[src/design/fsc_pkg.sv]
// ----------------------------------------------------------------------------
// fsc_pkg: shared definitions of the FIRE step controller
// Field widths, register indexes and register reset values.
// ----------------------------------------------------------------------------
package fsc_pkg;

	localparam int POWER_W    = 48;
	localparam int NORM_W     = 48;
	localparam int KEEP_W     = 17;
	localparam int COEFF_W    = 32;
	localparam int DT_W       = 32;
	localparam int MIX_W      = 16;
	localparam int STEPS_W    = 8;
	localparam int CUT_W      = STEPS_W + 1;
	localparam int CFG_IDX_W  = 3;
	localparam int CFG_DATA_W = 32;

	typedef enum logic [CFG_IDX_W-1:0] {
		REG_MIN_STEPS     = 3'd0,
		REG_GROW_FACTOR   = 3'd1,
		REG_SHRINK_FACTOR = 3'd2,
		REG_MIX_START     = 3'd3,
		REG_MIX_DECAY     = 3'd4,
		REG_DT_CEILING    = 3'd5,
		REG_DT_INITIAL    = 3'd6
	} cfg_reg_t;

	localparam logic [STEPS_W-1:0] MIN_STEPS_RST     = 8'd10;
	localparam logic [MIX_W-1:0]   GROW_FACTOR_RST   = 16'd19661;
	localparam logic [MIX_W-1:0]   SHRINK_FACTOR_RST = 16'd32768;
	localparam logic [MIX_W-1:0]   MIX_START_RST     = 16'd6554;
	localparam logic [MIX_W-1:0]   MIX_DECAY_RST     = 16'd64880;
	localparam logic [DT_W-1:0]    DT_CEILING_RST    = 32'd838861;
	localparam logic [DT_W-1:0]    DT_INITIAL_RST    = 32'd83886;

	// One in Q1.16, as carried by the keep coefficient.
	localparam logic [KEEP_W-1:0]  KEEP_ONE          = 17'd65536;

endpackage

[src/design/fsc_if.sv]
// ----------------------------------------------------------------------------
// fsc_if: request and response channels of the FIRE step controller
// Valid/ready channels; a request moves when valid and ready are both high.
// ----------------------------------------------------------------------------
interface fsc_req_if;
	import fsc_pkg::*;

	logic                      valid;
	logic                      ready;
	logic                      kind;
	logic signed [POWER_W-1:0] power;
	logic [NORM_W-1:0]         vel_norm_sq;
	logic [NORM_W-1:0]         force_norm_sq;

	modport source (output valid, kind, power, vel_norm_sq, force_norm_sq, input ready);
	modport sink   (input valid, kind, power, vel_norm_sq, force_norm_sq, output ready);
endinterface

interface fsc_rsp_if;
	import fsc_pkg::*;

	logic               valid;
	logic               ready;
	logic [KEEP_W-1:0]  keep_coeff;
	logic [COEFF_W-1:0] force_coeff;
	logic               zero_velocity;
	logic [DT_W-1:0]    new_dt;
	logic               dt_changed;

	modport source (output valid, keep_coeff, force_coeff, zero_velocity, new_dt, dt_changed,
			input ready);
	modport sink   (input valid, keep_coeff, force_coeff, zero_velocity, new_dt, dt_changed,
			output ready);
endinterface

[src/design/fire_step_controller_core.sv]
// ----------------------------------------------------------------------------
// fire_step_controller_core: FIRE relaxation step controller
// Keeps time step, mixing factor and cut counter; computes the per-step
// mixing coefficients with bit-serial multiply, divide and square root.
// ----------------------------------------------------------------------------
// A normal request runs shift-add multiplication of mix^2 by |v|^2,
// restoring division by |F|^2 and digit-by-digit square root, one bit
// per cycle, and then hands the result to the output register once that
// register is free. A saturated force coefficient ends after the
// multiplication; a restart request or a zero force norm goes straight to
// the hand-off. The time step and mixing factor are updated in the cycle of
// acceptance, so the next request may follow as soon as the serial loops
// are free, even while the previous response still waits in the output
// register.
// Configuration writes take effect at the next request that uses them.
module fire_step_controller_core (
	input  logic                            clk,
	input  logic                            arst_n,
	input  logic                            cfg_we,
	input  logic [fsc_pkg::CFG_IDX_W-1:0]   cfg_index,
	input  logic [fsc_pkg::CFG_DATA_W-1:0]  cfg_data,
	fsc_req_if.sink                         req,
	fsc_rsp_if.source                       rsp
);
	import fsc_pkg::*;

	localparam int CNT_W    = 6;
	localparam int PROD_W   = 2 * MIX_W + NORM_W;
	localparam int QUO_W    = 64;
	localparam int ROOT_W   = QUO_W / 2;
	localparam int SREM_W   = ROOT_W + 2;
	localparam int GROW_SH  = 14;
	localparam int GROWN_W  = DT_W + MIX_W - GROW_SH;

	typedef enum logic [2:0] {ST_IDLE, ST_MUL, ST_DIV, ST_SQRT, ST_DONE} state_t;

	state_t state_q;
	logic [CNT_W-1:0] cnt_q;

	// Configuration registers.
	logic [STEPS_W-1:0] min_steps_q;
	logic [MIX_W-1:0]   grow_factor_q;
	logic [MIX_W-1:0]   shrink_factor_q;
	logic [MIX_W-1:0]   mix_start_q;
	logic [MIX_W-1:0]   mix_decay_q;
	logic [DT_W-1:0]    dt_ceiling_q;
	logic [DT_W-1:0]    dt_initial_q;

	// Controller state.
	logic [DT_W-1:0]         step_q;
	logic [MIX_W-1:0]        mix_q;
	logic signed [CUT_W-1:0] cut_q;

	// Serial datapath.
	logic [2*MIX_W-1:0]  m2_q;
	logic [NORM_W-1:0]   v_q;
	logic [NORM_W-1:0]   f_q;
	logic [PROD_W-1:0]   acc_q;
	logic [NORM_W-1:0]   rem_q;
	logic [SREM_W-1:0]   srem_q;
	logic [ROOT_W-1:0]   root_q;
	logic [COEFF_W-1:0]  fc_q;
	logic [KEEP_W-1:0]   keep_w_q;
	logic                zv_w_q;
	logic [DT_W-1:0]     dt_w_q;
	logic                chg_w_q;

	// Output register.
	logic                rsp_valid_q;
	logic [KEEP_W-1:0]   keep_q;
	logic [COEFF_W-1:0]  force_q;
	logic                zv_q;
	logic [DT_W-1:0]     new_dt_q;
	logic                chg_q;

	logic accept;
	logic is_restart;
	logic negative;
	logic zero_force;
	logic out_free;
	logic out_load;

	logic [DT_W+MIX_W-1:0] shrink_prod;
	logic [DT_W+MIX_W-1:0] grow_prod;
	logic [GROWN_W-1:0]    grown;
	logic [DT_W-1:0]       grown_cap;
	logic [2*MIX_W-1:0]    decay_prod;

	logic [DT_W-1:0]         step_d;
	logic [MIX_W-1:0]        mix_d;
	logic signed [CUT_W-1:0] cut_d;

	logic [2*MIX_W:0]  mul_sum;
	logic [PROD_W-1:0] acc_mul;
	logic              saturate;
	logic [NORM_W:0]   div_t;
	logic              div_ge;
	logic [SREM_W+1:0] sq_t;
	logic [SREM_W+1:0] sq_trial;
	logic              sq_ge;

	assign accept     = req.valid && req.ready;
	assign req.ready  = (state_q == ST_IDLE);
	assign is_restart = !req.kind;
	assign negative   = req.power[POWER_W-1];
	assign zero_force = (req.force_norm_sq == '0);
	assign out_free   = !rsp_valid_q || rsp.ready;
	assign out_load   = (state_q == ST_DONE) && out_free;

	// Next controller state for an accepted request.
	assign shrink_prod = step_q * shrink_factor_q;
	assign grow_prod   = step_q * grow_factor_q;
	assign grown       = grow_prod[DT_W+MIX_W-1:GROW_SH];
	assign grown_cap   = (grown > GROWN_W'(dt_ceiling_q)) ? dt_ceiling_q : grown[DT_W-1:0];
	assign decay_prod  = mix_q * mix_decay_q;

	always_comb begin
		step_d = step_q;
		mix_d  = mix_q;
		cut_d  = cut_q;
		priority if (is_restart || negative) begin
			step_d = is_restart ? dt_initial_q : shrink_prod[DT_W+MIX_W-1:MIX_W];
			mix_d  = mix_start_q;
			cut_d  = $signed({1'b0, min_steps_q});
		end else if (cut_q[CUT_W-1]) begin
			step_d = grown_cap;
			mix_d  = decay_prod[2*MIX_W-1:MIX_W];
		end else begin
			cut_d  = cut_q - CUT_W'(1);
		end
	end

	// One bit of each serial operation.
	assign mul_sum  = {1'b0, acc_q[PROD_W-1:NORM_W]} + (v_q[0] ? {1'b0, m2_q} : '0);
	assign acc_mul  = {mul_sum, acc_q[NORM_W-1:1]};
	assign saturate = (NORM_W'(acc_mul[PROD_W-1:QUO_W]) >= f_q);
	assign div_t    = {rem_q, acc_q[QUO_W-1]};
	assign div_ge   = (div_t >= {1'b0, f_q});
	assign sq_t     = {srem_q, acc_q[QUO_W-1:QUO_W-2]};
	assign sq_trial = {2'b00, root_q, 2'b01};
	assign sq_ge    = (sq_t >= sq_trial);

	// Configuration and controller state.
	always_ff @(posedge clk or negedge arst_n) begin
		if (!arst_n) begin
			min_steps_q     <= MIN_STEPS_RST;
			grow_factor_q   <= GROW_FACTOR_RST;
			shrink_factor_q <= SHRINK_FACTOR_RST;
			mix_start_q     <= MIX_START_RST;
			mix_decay_q     <= MIX_DECAY_RST;
			dt_ceiling_q    <= DT_CEILING_RST;
			dt_initial_q    <= DT_INITIAL_RST;
			step_q          <= DT_INITIAL_RST;
			mix_q           <= MIX_START_RST;
			cut_q           <= $signed({1'b0, MIN_STEPS_RST});
		end else begin
			if (cfg_we) begin
				unique case (cfg_index)
					REG_MIN_STEPS:     min_steps_q     <= cfg_data[STEPS_W-1:0];
					REG_GROW_FACTOR:   grow_factor_q   <= cfg_data[MIX_W-1:0];
					REG_SHRINK_FACTOR: shrink_factor_q <= cfg_data[MIX_W-1:0];
					REG_MIX_START:     mix_start_q     <= cfg_data[MIX_W-1:0];
					REG_MIX_DECAY:     mix_decay_q     <= cfg_data[MIX_W-1:0];
					REG_DT_CEILING:    dt_ceiling_q    <= cfg_data[DT_W-1:0];
					REG_DT_INITIAL:    dt_initial_q    <= cfg_data[DT_W-1:0];
					default: ;
				endcase
			end
			if (accept) begin
				step_q <= step_d;
				mix_q  <= mix_d;
				cut_q  <= cut_d;
			end
		end
	end

	// Serial datapath; the coefficient uses the mixing factor from before the request.
	always_ff @(posedge clk) begin
		unique case (state_q)
			ST_IDLE: begin
				if (accept) begin
					m2_q     <= mix_q * mix_q;
					v_q      <= req.vel_norm_sq;
					f_q      <= req.force_norm_sq;
					acc_q    <= '0;
					fc_q     <= '0;
					keep_w_q <= KEEP_ONE - KEEP_W'(is_restart ? mix_start_q : mix_q);
					zv_w_q   <= !is_restart && negative;
					dt_w_q   <= step_d;
					chg_w_q  <= (step_d != step_q);
				end
			end
			ST_MUL: begin
				acc_q <= acc_mul;
				v_q   <= v_q >> 1;
				if (cnt_q == '0) begin
					rem_q <= NORM_W'(acc_mul[PROD_W-1:QUO_W]);
					if (saturate) begin
						fc_q <= '1;
					end
				end
			end
			ST_DIV: begin
				rem_q              <= div_ge ? NORM_W'(div_t - {1'b0, f_q}) : div_t[NORM_W-1:0];
				acc_q[QUO_W-1:0]   <= {acc_q[QUO_W-2:0], div_ge};
				srem_q             <= '0;
				root_q             <= '0;
			end
			ST_SQRT: begin
				srem_q           <= sq_ge ? SREM_W'(sq_t - sq_trial) : sq_t[SREM_W-1:0];
				root_q           <= {root_q[ROOT_W-2:0], sq_ge};
				acc_q[QUO_W-1:0] <= {acc_q[QUO_W-3:0], 2'b00};
				if (cnt_q == '0) begin
					fc_q <= {root_q[ROOT_W-2:0], sq_ge};
				end
			end
			ST_DONE: ;
			default: ;
		endcase
	end

	// Sequencer and output register.
	always_ff @(posedge clk or negedge arst_n) begin
		if (!arst_n) begin
			state_q     <= ST_IDLE;
			cnt_q       <= '0;
			rsp_valid_q <= 1'b0;
			keep_q      <= '0;
			force_q     <= '0;
			zv_q        <= 1'b0;
			new_dt_q    <= '0;
			chg_q       <= 1'b0;
		end else begin
			if (out_load) begin
				rsp_valid_q <= 1'b1;
			end else if (rsp_valid_q && rsp.ready) begin
				rsp_valid_q <= 1'b0;
			end
			unique case (state_q)
				ST_IDLE: begin
					if (accept) begin
						if (is_restart || zero_force) begin
							state_q <= ST_DONE;
						end else begin
							state_q <= ST_MUL;
							cnt_q   <= CNT_W'(NORM_W - 1);
						end
					end
				end
				ST_MUL: begin
					if (cnt_q == '0) begin
						if (saturate) begin
							state_q <= ST_DONE;
						end else begin
							state_q <= ST_DIV;
							cnt_q   <= CNT_W'(QUO_W - 1);
						end
					end else begin
						cnt_q <= cnt_q - CNT_W'(1);
					end
				end
				ST_DIV: begin
					if (cnt_q == '0) begin
						state_q <= ST_SQRT;
						cnt_q   <= CNT_W'(ROOT_W - 1);
					end else begin
						cnt_q <= cnt_q - CNT_W'(1);
					end
				end
				ST_SQRT: begin
					if (cnt_q == '0) begin
						state_q <= ST_DONE;
					end else begin
						cnt_q <= cnt_q - CNT_W'(1);
					end
				end
				ST_DONE: begin
					if (out_free) begin
						keep_q      <= keep_w_q;
						force_q     <= fc_q;
						zv_q        <= zv_w_q;
						new_dt_q    <= dt_w_q;
						chg_q       <= chg_w_q;
						state_q     <= ST_IDLE;
					end
				end
				default: state_q <= ST_IDLE;
			endcase
		end
	end

	assign rsp.valid         = rsp_valid_q;
	assign rsp.keep_coeff    = keep_q;
	assign rsp.force_coeff   = force_q;
	assign rsp.zero_velocity = zv_q;
	assign rsp.new_dt        = new_dt_q;
	assign rsp.dt_changed    = chg_q;

endmodule

[src/flat_wrapper.sv]
// flat-port wrapper written by rule: the top's interface ports become plain ports
module fire_step_controller_core_flat import fsc_pkg::*;
  (clk, arst_n, cfg_we, cfg_index, cfg_data, req_valid, req_kind, req_power, req_vel_norm_sq, req_force_norm_sq, req_ready, rsp_valid, rsp_keep_coeff, rsp_force_coeff, rsp_zero_velocity, rsp_new_dt, rsp_dt_changed, rsp_ready);
  fsc_req_if req_i ();
  fsc_rsp_if rsp_i ();
  input  logic clk;
  input  logic arst_n;
  input  logic cfg_we;
  input  logic [fsc_pkg::CFG_IDX_W-1:0] cfg_index;
  input  logic [fsc_pkg::CFG_DATA_W-1:0] cfg_data;
  input wire logic [$bits(req_i.valid)-1:0] req_valid;
  input wire logic [$bits(req_i.kind)-1:0] req_kind;
  input wire logic [$bits(req_i.power)-1:0] req_power;
  input wire logic [$bits(req_i.vel_norm_sq)-1:0] req_vel_norm_sq;
  input wire logic [$bits(req_i.force_norm_sq)-1:0] req_force_norm_sq;
  output wire logic [$bits(req_i.ready)-1:0] req_ready;
  output wire logic [$bits(rsp_i.valid)-1:0] rsp_valid;
  output wire logic [$bits(rsp_i.keep_coeff)-1:0] rsp_keep_coeff;
  output wire logic [$bits(rsp_i.force_coeff)-1:0] rsp_force_coeff;
  output wire logic [$bits(rsp_i.zero_velocity)-1:0] rsp_zero_velocity;
  output wire logic [$bits(rsp_i.new_dt)-1:0] rsp_new_dt;
  output wire logic [$bits(rsp_i.dt_changed)-1:0] rsp_dt_changed;
  input wire logic [$bits(rsp_i.ready)-1:0] rsp_ready;
  assign req_i.valid = req_valid;
  assign req_i.kind = req_kind;
  assign req_i.power = req_power;
  assign req_i.vel_norm_sq = req_vel_norm_sq;
  assign req_i.force_norm_sq = req_force_norm_sq;
  assign req_ready = req_i.ready;
  assign rsp_valid = rsp_i.valid;
  assign rsp_keep_coeff = rsp_i.keep_coeff;
  assign rsp_force_coeff = rsp_i.force_coeff;
  assign rsp_zero_velocity = rsp_i.zero_velocity;
  assign rsp_new_dt = rsp_i.new_dt;
  assign rsp_dt_changed = rsp_i.dt_changed;
  assign rsp_i.ready = rsp_ready;
  fire_step_controller_core u_core (.clk(clk), .arst_n(arst_n), .cfg_we(cfg_we), .cfg_index(cfg_index), .cfg_data(cfg_data), .req(req_i), .rsp(rsp_i));
endmodule
[config.mk]
export PLATFORM = sky130hd
export DESIGN_NAME = fire_step_controller_core_flat
export DESIGN_NICKNAME = d
export VERILOG_FILES = /design/src/design/fsc_pkg.sv /design/src/design/fsc_if.sv /design/src/design/fire_step_controller_core.sv /design/src/flat_wrapper.sv
export SDC_FILE = /design/constraint.sdc
export NUM_CORES = 2
export LEC_CHECK = 0
export ABC_AREA = 1
export BUFFER_PORTS_ARGS = -buffer_cell sky130_fd_sc_hd__buf_2
export CELL_PAD_IN_SITES_DETAIL_PLACEMENT = 0
export CELL_PAD_IN_SITES_GLOBAL_PLACEMENT = 1
export CORE_MARGIN = 2
export CORE_UTILIZATION = 45
export DETAILED_ROUTE_END_ITERATION = 6
export PLACE_DENSITY_LB_ADDON = 0.1
export SLEW_MARGIN = 30
export SYNTH_ARGS = -nofsm -noshare
export SYNTH_HDL_FRONTEND = slang
export SYNTH_SLANG_ARGS = --single-unit
[constraint.sdc]
create_clock -name clk -period 10.15 [get_ports clk]
set_clock_uncertainty 0.1 [all_clocks]
set_input_delay 0.5075 -clock clk [delete_from_list [all_inputs] [get_ports clk]]
set_output_delay 0.5075 -clock clk [all_outputs]
set_load 0.005 [all_outputs]
Yosys cells after proc, flatten, opt, wreduce, memory -nomap -nowiden
Index checks and enable logic that the tools add are counted.
- register bits: 691
- latch bits: 0
- memory bits (writable): 0
- bits in read-only memories: 0
- logic and storage cells: 147
- memories kept: 0
- add/subtract/negate cells: 6
- $mul: 4
- div/mod/pow operators: 0
- magnitude comparators: 4
- eq/ne operators: 21
- shift-type cells: 0
- muxes and demuxes: 43
- bitwise gates (word level): 0
- reductions and logical operators: 37
- operators by type and width (operator ; count):
    $mux W32 ; 9
    $pmux W64 S4 ; 1
    $pmux W48 S2 ; 2
    $mux W48 ; 3
    $mul A32 B16 Y48 ; 2
    $pmux W32 S3 ; 1
    $mux W80 ; 1
    $pmux W34 S2 ; 1
    $mul A16 B16 Y32 ; 2
    $pmux W32 S2 ; 1
    $ge A49 B48 Y1 ; 1
    $ge A16 B48 Y1 ; 1
    $logic_not A48 Y1 ; 1
    $mux W16 ; 3
    $sub A48 B48 Y48 ; 1
    $ge A36 B34 Y1 ; 1
    $mux W6 ; 6
    $gt A34 B32 Y1 ; 1
    $mux W34 ; 1
    $sub A34 B34 Y34 ; 1
    $add A32 B33 Y33 ; 1
    $ne A32 B32 Y1 ; 1
    $pmux W16 S2 ; 1
    $reduce_and A2 Y1 ; 14
    23 further kinds ; 58

Depth between registers and ports, before layout
- word-level depth: 6
- depth in mapped cells: 54
- gate-level depth less buffers: 51

Worst setup path before layout
No wires, ideal clock.
- kind: register to register
- start: reg u_core.state_q[0]
- end: reg u_core.acc_q[64], enable pin
- arrival: 9.463 ns
- data required time: 9.626 ns
- path slack: 0.163 ns
- cell stages (with the launch flop): 7
- path through: dfrtp_1 -> nor2_1 -> nand2_1 -> nor2_1 -> clkinv_1 -> clkbuf_1 -> nand2_1
- longest elaborated chain between the ends: 4
- elaborated cells on any way between the ends: 6
- ends and longest elaborated chain (what ; RTL line ; source):
    start, declared ; fire_step_controller_core.sv:37 ; state_t state_q;
    start signal, assigned ; fire_step_controller_core.sv:225 ; state_q <= ST_IDLE;
    start signal, assigned ; fire_step_controller_core.sv:243 ; state_q <= ST_DONE;
    start signal, assigned ; fire_step_controller_core.sv:245 ; state_q <= ST_MUL;
    $logic_not A3 Y1 ; fire_step_controller_core.sv:103 ; assign req.ready = (state_q == ST_IDLE);
    $logic_and A1 B1 Y1 ; fire_step_controller_core.sv:102 ; assign accept = req.valid && req.ready;
    via u_core.accept ; fire_step_controller_core.sv:76 ; logic accept;
    $ne A2 B2 Y1 (no line) ; - ;
    $reduce_and A2 Y1 (no line) ; - ;
    end signal, assigned ; fire_step_controller_core.sv:194 ; acc_q <= acc_mul;
    end signal, assigned by index ; fire_step_controller_core.sv:205 ; acc_q[QUO_W-1:0] <= {acc_q[QUO_W-2:0], div_ge};
    end signal, assigned by index ; fire_step_controller_core.sv:212 ; acc_q[QUO_W-1:0] <= {acc_q[QUO_W-3:0], 2'b00};
    end, declared ; fire_step_controller_core.sv:58 ; logic [PROD_W-1:0] acc_q;
The timed path passes the listed nets, and every way through them passes these cells.
A chain may end at the register's enable or synchronous reset.

Final worst setup path
- start: reg u_core.grow_factor_q[2]
- end: reg u_core.chg_w_q (data pin)
- longest elaborated chain between the ends: 6
- ends and longest elaborated chain (what ; RTL line ; source):
    start, declared ; fire_step_controller_core.sv:42 ; logic [MIX_W-1:0] grow_factor_q;
    start signal, assigned ; fire_step_controller_core.sv:160 ; REG_GROW_FACTOR: grow_factor_q <= cfg_data[MIX_W-1:0];
    $mul A32 B16 Y48 * ; fire_step_controller_core.sv:112 ; assign grow_prod = step_q * grow_factor_q;
    $gt A34 B32 Y1 ; fire_step_controller_core.sv:114 ; assign grown_cap = (grown > GROWN_W'(dt_ceiling_q)) ? dt_ceiling_q : grown[DT_W-1:0];
    $mux W32 * ; fire_step_controller_core.sv:114 ;
    $mux W32 * ; fire_step_controller_core.sv:125 ; end else if (cut_q[CUT_W-1]) begin
    $mux W32 * ; fire_step_controller_core.sv:121 ; priority if (is_restart || negative) begin
    $ne A32 B32 Y1 * ; fire_step_controller_core.sv:190 ; chg_w_q <= (step_d != step_q);
    end signal, assigned ; fire_step_controller_core.sv:190 ;
    end, declared ; fire_step_controller_core.sv:66 ; logic chg_w_q;
Every way passes the cells marked *; elsewhere a longest branch is shown, timed or not.

==> results.toml <==
[status]
outcome = "finished clean"

[finish]
layout-drive-gt1-share_pct = 6.98
num-nets-final = 12636
postLayoutCellArea_sq_um = 93700
postLayoutCoreUtil_pct = 49.4
final_cells = 13245
area_delta_synth_final_pct = 9.24
fillers = 18712

[logic_synthesis]
synth_most_common_cell = "nand2_1"
async_reset_ff_share_pct = 41.4
netlist.area_leader.share_pct = 27.8
synth_area_sq_um = 85800
synth_nets = 12552
yosys-top-cells-area = "fa_1 28%, edfxtp_1 14%, nand2_1 12%, inv_1 11%, ha_1 8.7%"
synth.distinct_cells = 65
yosysSeqAreaShare_pct = 22.6
ys_ff_latch = 690
synth_warnings = 0
syn-instance-count = 10576
avgSynthCellArea_sq_um = 8.11
synth_area_leader_cell = "fa_1"
synth-main-ff-cell = "edfxtp_1"
ys_top_cells_by_count = "2764 x nand2_1, 2465 x inv_1, 1193 x fa_1, 598 x ha_1, 501 x o21ai_0"
synth_edf_count = 404

[route]
vias = 67714
ant_nets = 0
wl_um = 259000
via_per_inst = 5.11
drt-pass1-iter-count = 6
route.detailed.drc = 0
wl_per_cell_um = 19.5
drt-initial-drc-count = 3792

[global_routing]
grt_pass1_wl_um = 409000
antenna_found_initial = 4
met3_usage_pct = 2.81
grtUsageMet2_pct = 48.8
busiest_layer = "met2"
grt_pass1_vias = 71233
grt_max_degree = 91
use_met1_pct = 33.9
grt_usage_pct = 27.3
grt.overflow.total = 0

[sta]
whs_ns = 0.0595
rsz0062_at_grt = "false"
fin_tns_setup_ns = 0
worst_slew_pin_slew_ns = 0.988
period_minus_slack_ns = 9.50
fmax_mhz = 105
hold_viol_final = 0
slew_headroom_pct = 34.1
fin_ws_ns = 0.647
drv_slew = 0
setup_viol = 0
finalCritPeriodShare_pct = 93.6

[setup_path]
cp.arrival_ns = 9.84
crit-reg2reg-capture = "u_core.chg_w_q"
r2r_cells = 43
cp_slowest_cell = "dfstp_2"
startpoint_type = "flop"
cp-end-kind = "flop"
cpPeakStageDelay_ns = 0.89
required_ns = 10.48
cp_max_fo = 22
reg2reg_from = "u_core.grow_factor_q[2]"
cp_common_cell = "nand2_1"
path_class = "reg2reg"
r2r_slack_ns = 0.65

[clock_tree]
post_cts_resized = 0
cts_hold_buffers = 107
postCtsSetupRepairBufs = 0
cts.path.max_buffers = 3
cts_tree = "yes"
clock_sinks = 690
ctsHtreeMaxLevel = 3
numCtsBuffers = 86
path_clk_slew_ns = 0.06
root_buffer = "clkbuf_16"
clk_latency_ns = 0.77

[power]
powerDensity_nw_per_um2 = 358
ir_drop_v = 0.000502
p_total_mw = 33.6
p_leak_nw = 48.3

[floorplanning]
coreArea_sq_um = 190000
num_rows = 160
initial_core_util_pct = 45.2
die_w_um = 441
top_level_ports = 270
die_h_um = 441
dieArea_sq_um = 194000

[run]
cap_violations = 0

[hold_path]
min_from = "cfg_data[22]"
hold_depth = 3
worstHoldPathType = "in2reg"
min_to = "u_core.dt_ceiling_q[22]"

[placed_design]
place_ws_ns = 0.793
dp_hpwl_um = 207000
finalWeightedCongestion = 0.933
io_buffer_count = 222
dp.cells = 12976
dpl_cell_area_sq_um = 89400
-- registers in the layout, indices dropped and copies added (netlist names), 34 cells and up --
register and flops:
u_core.acc_q 80, u_core.f_q 48, u_core.rem_q 48, u_core.v_q 48, u_core.srem_q 34
-- area by class of cell --
type                       instances  area, sq um  area share, %
timing repair buffer             477         3330           3.55
antenna                            1         2.50        0.00267
tap                             2511         3140           3.35
clock buffer                     111         2400           2.56
inverter                        2490         9350           9.98
multi-input combinational       6915        55300           59.1
sequential                       690        19400           20.7
clock inverter                    50          756          0.807
-- cells by family (layout without fill, tap and decap cells) --
| family | count (synthesis) | count (layout) | share of synthesized area [%] |
|---|---|---|---|
| AOI/OAI and AO/OA | 1228 | 1228 | 8.06 |
| xor gates and xnor gates | 190 | 190 | 1.94 |
| adders and majority gates | 1791 | 1791 | 36.6 |
| buffers and inverters | 2971 | 3128 | 13.0 |
| DFF | 690 | 690 | 22.6 |
| muxes | 83 | 83 | 1.09 |
| other | 0 | 1 | 0 |
| and+or+nand+nor | 3623 | 3623 | 16.7 |
-- worst max-delay path: cells and delay by family, from the launching register on --
family,cells,cell delay (ns)
simple gates,28,3.53
flops,1,0.89
fa+ha+maj,8,3.77
buf+inv,7,0.86
-- per-layer routing --
layer / vias up / share of wire, %
met5: - / 0.0054
met4: 2 / 3.9
met3: 372 / 3.8
met2: 1390 / 51
met1: 33767 / 42
li1: 32183 / -
-- cells in the final DEF, fill, tap and decap left out, types with 15 or more instances in the layout --
cell type,netlist,layout
o211ai_1,25,25
ha_1,598,598
buf_4,5,144
nand2_1,2764,2757
o21ai_0,501,500
nand4_1,56,56
o21ai_1,16,16
o22ai_1,15,15
xnor2_1,76,76
dfstp_2,68,68
a22oi_1,22,22
a21oi_1,420,420
o21a_1,24,24
mux2_2,83,83
o21bai_1,32,32
xor2_1,114,114
edfxtp_1,404,404
a21o_1,28,28
nand3_1,213,210
nor4_1,30,29
o221ai_1,42,42
buf_2,16,221
inv_2,19,21
inv_1,2465,2464
dlygate4sd3_1,0,107
clkbuf_16,0,87
fa_1,1193,1193
dfrtp_1,218,212
nor2_1,455,447
nor3_1,52,52
a31oi_1,45,45
-- where the power goes --
part | total (mW) | switching [mW] | leakage, nW | internal, mW
clock | 3.42 | 1.39 | 1.52 | 2.03
sequential | 4.22 | 0.429 | 7.35 | 3.79
combinational | 25.9 | 16.4 | 39.4 | 9.52
-- worst max path at each step --
stage | cells past startpoint | end | startpoint
3_3_place_gp | 43 | u_core.chg_w_q | u_core.step_q[18]
4_1_cts | 40 | u_core.chg_w_q | u_core.step_q[18]
2_1_floorplan | 6 | u_core.acc_q[64] | u_core.state_q[0]
3_5_place_dp | 43 | u_core.chg_w_q | u_core.step_q[18]
5_1_grt | 41 | u_core.chg_w_q | u_core.grow_factor_q[2]
6_report | 43 | u_core.chg_w_q | u_core.grow_factor_q[2]
Power figures use the tool's default switching activity.
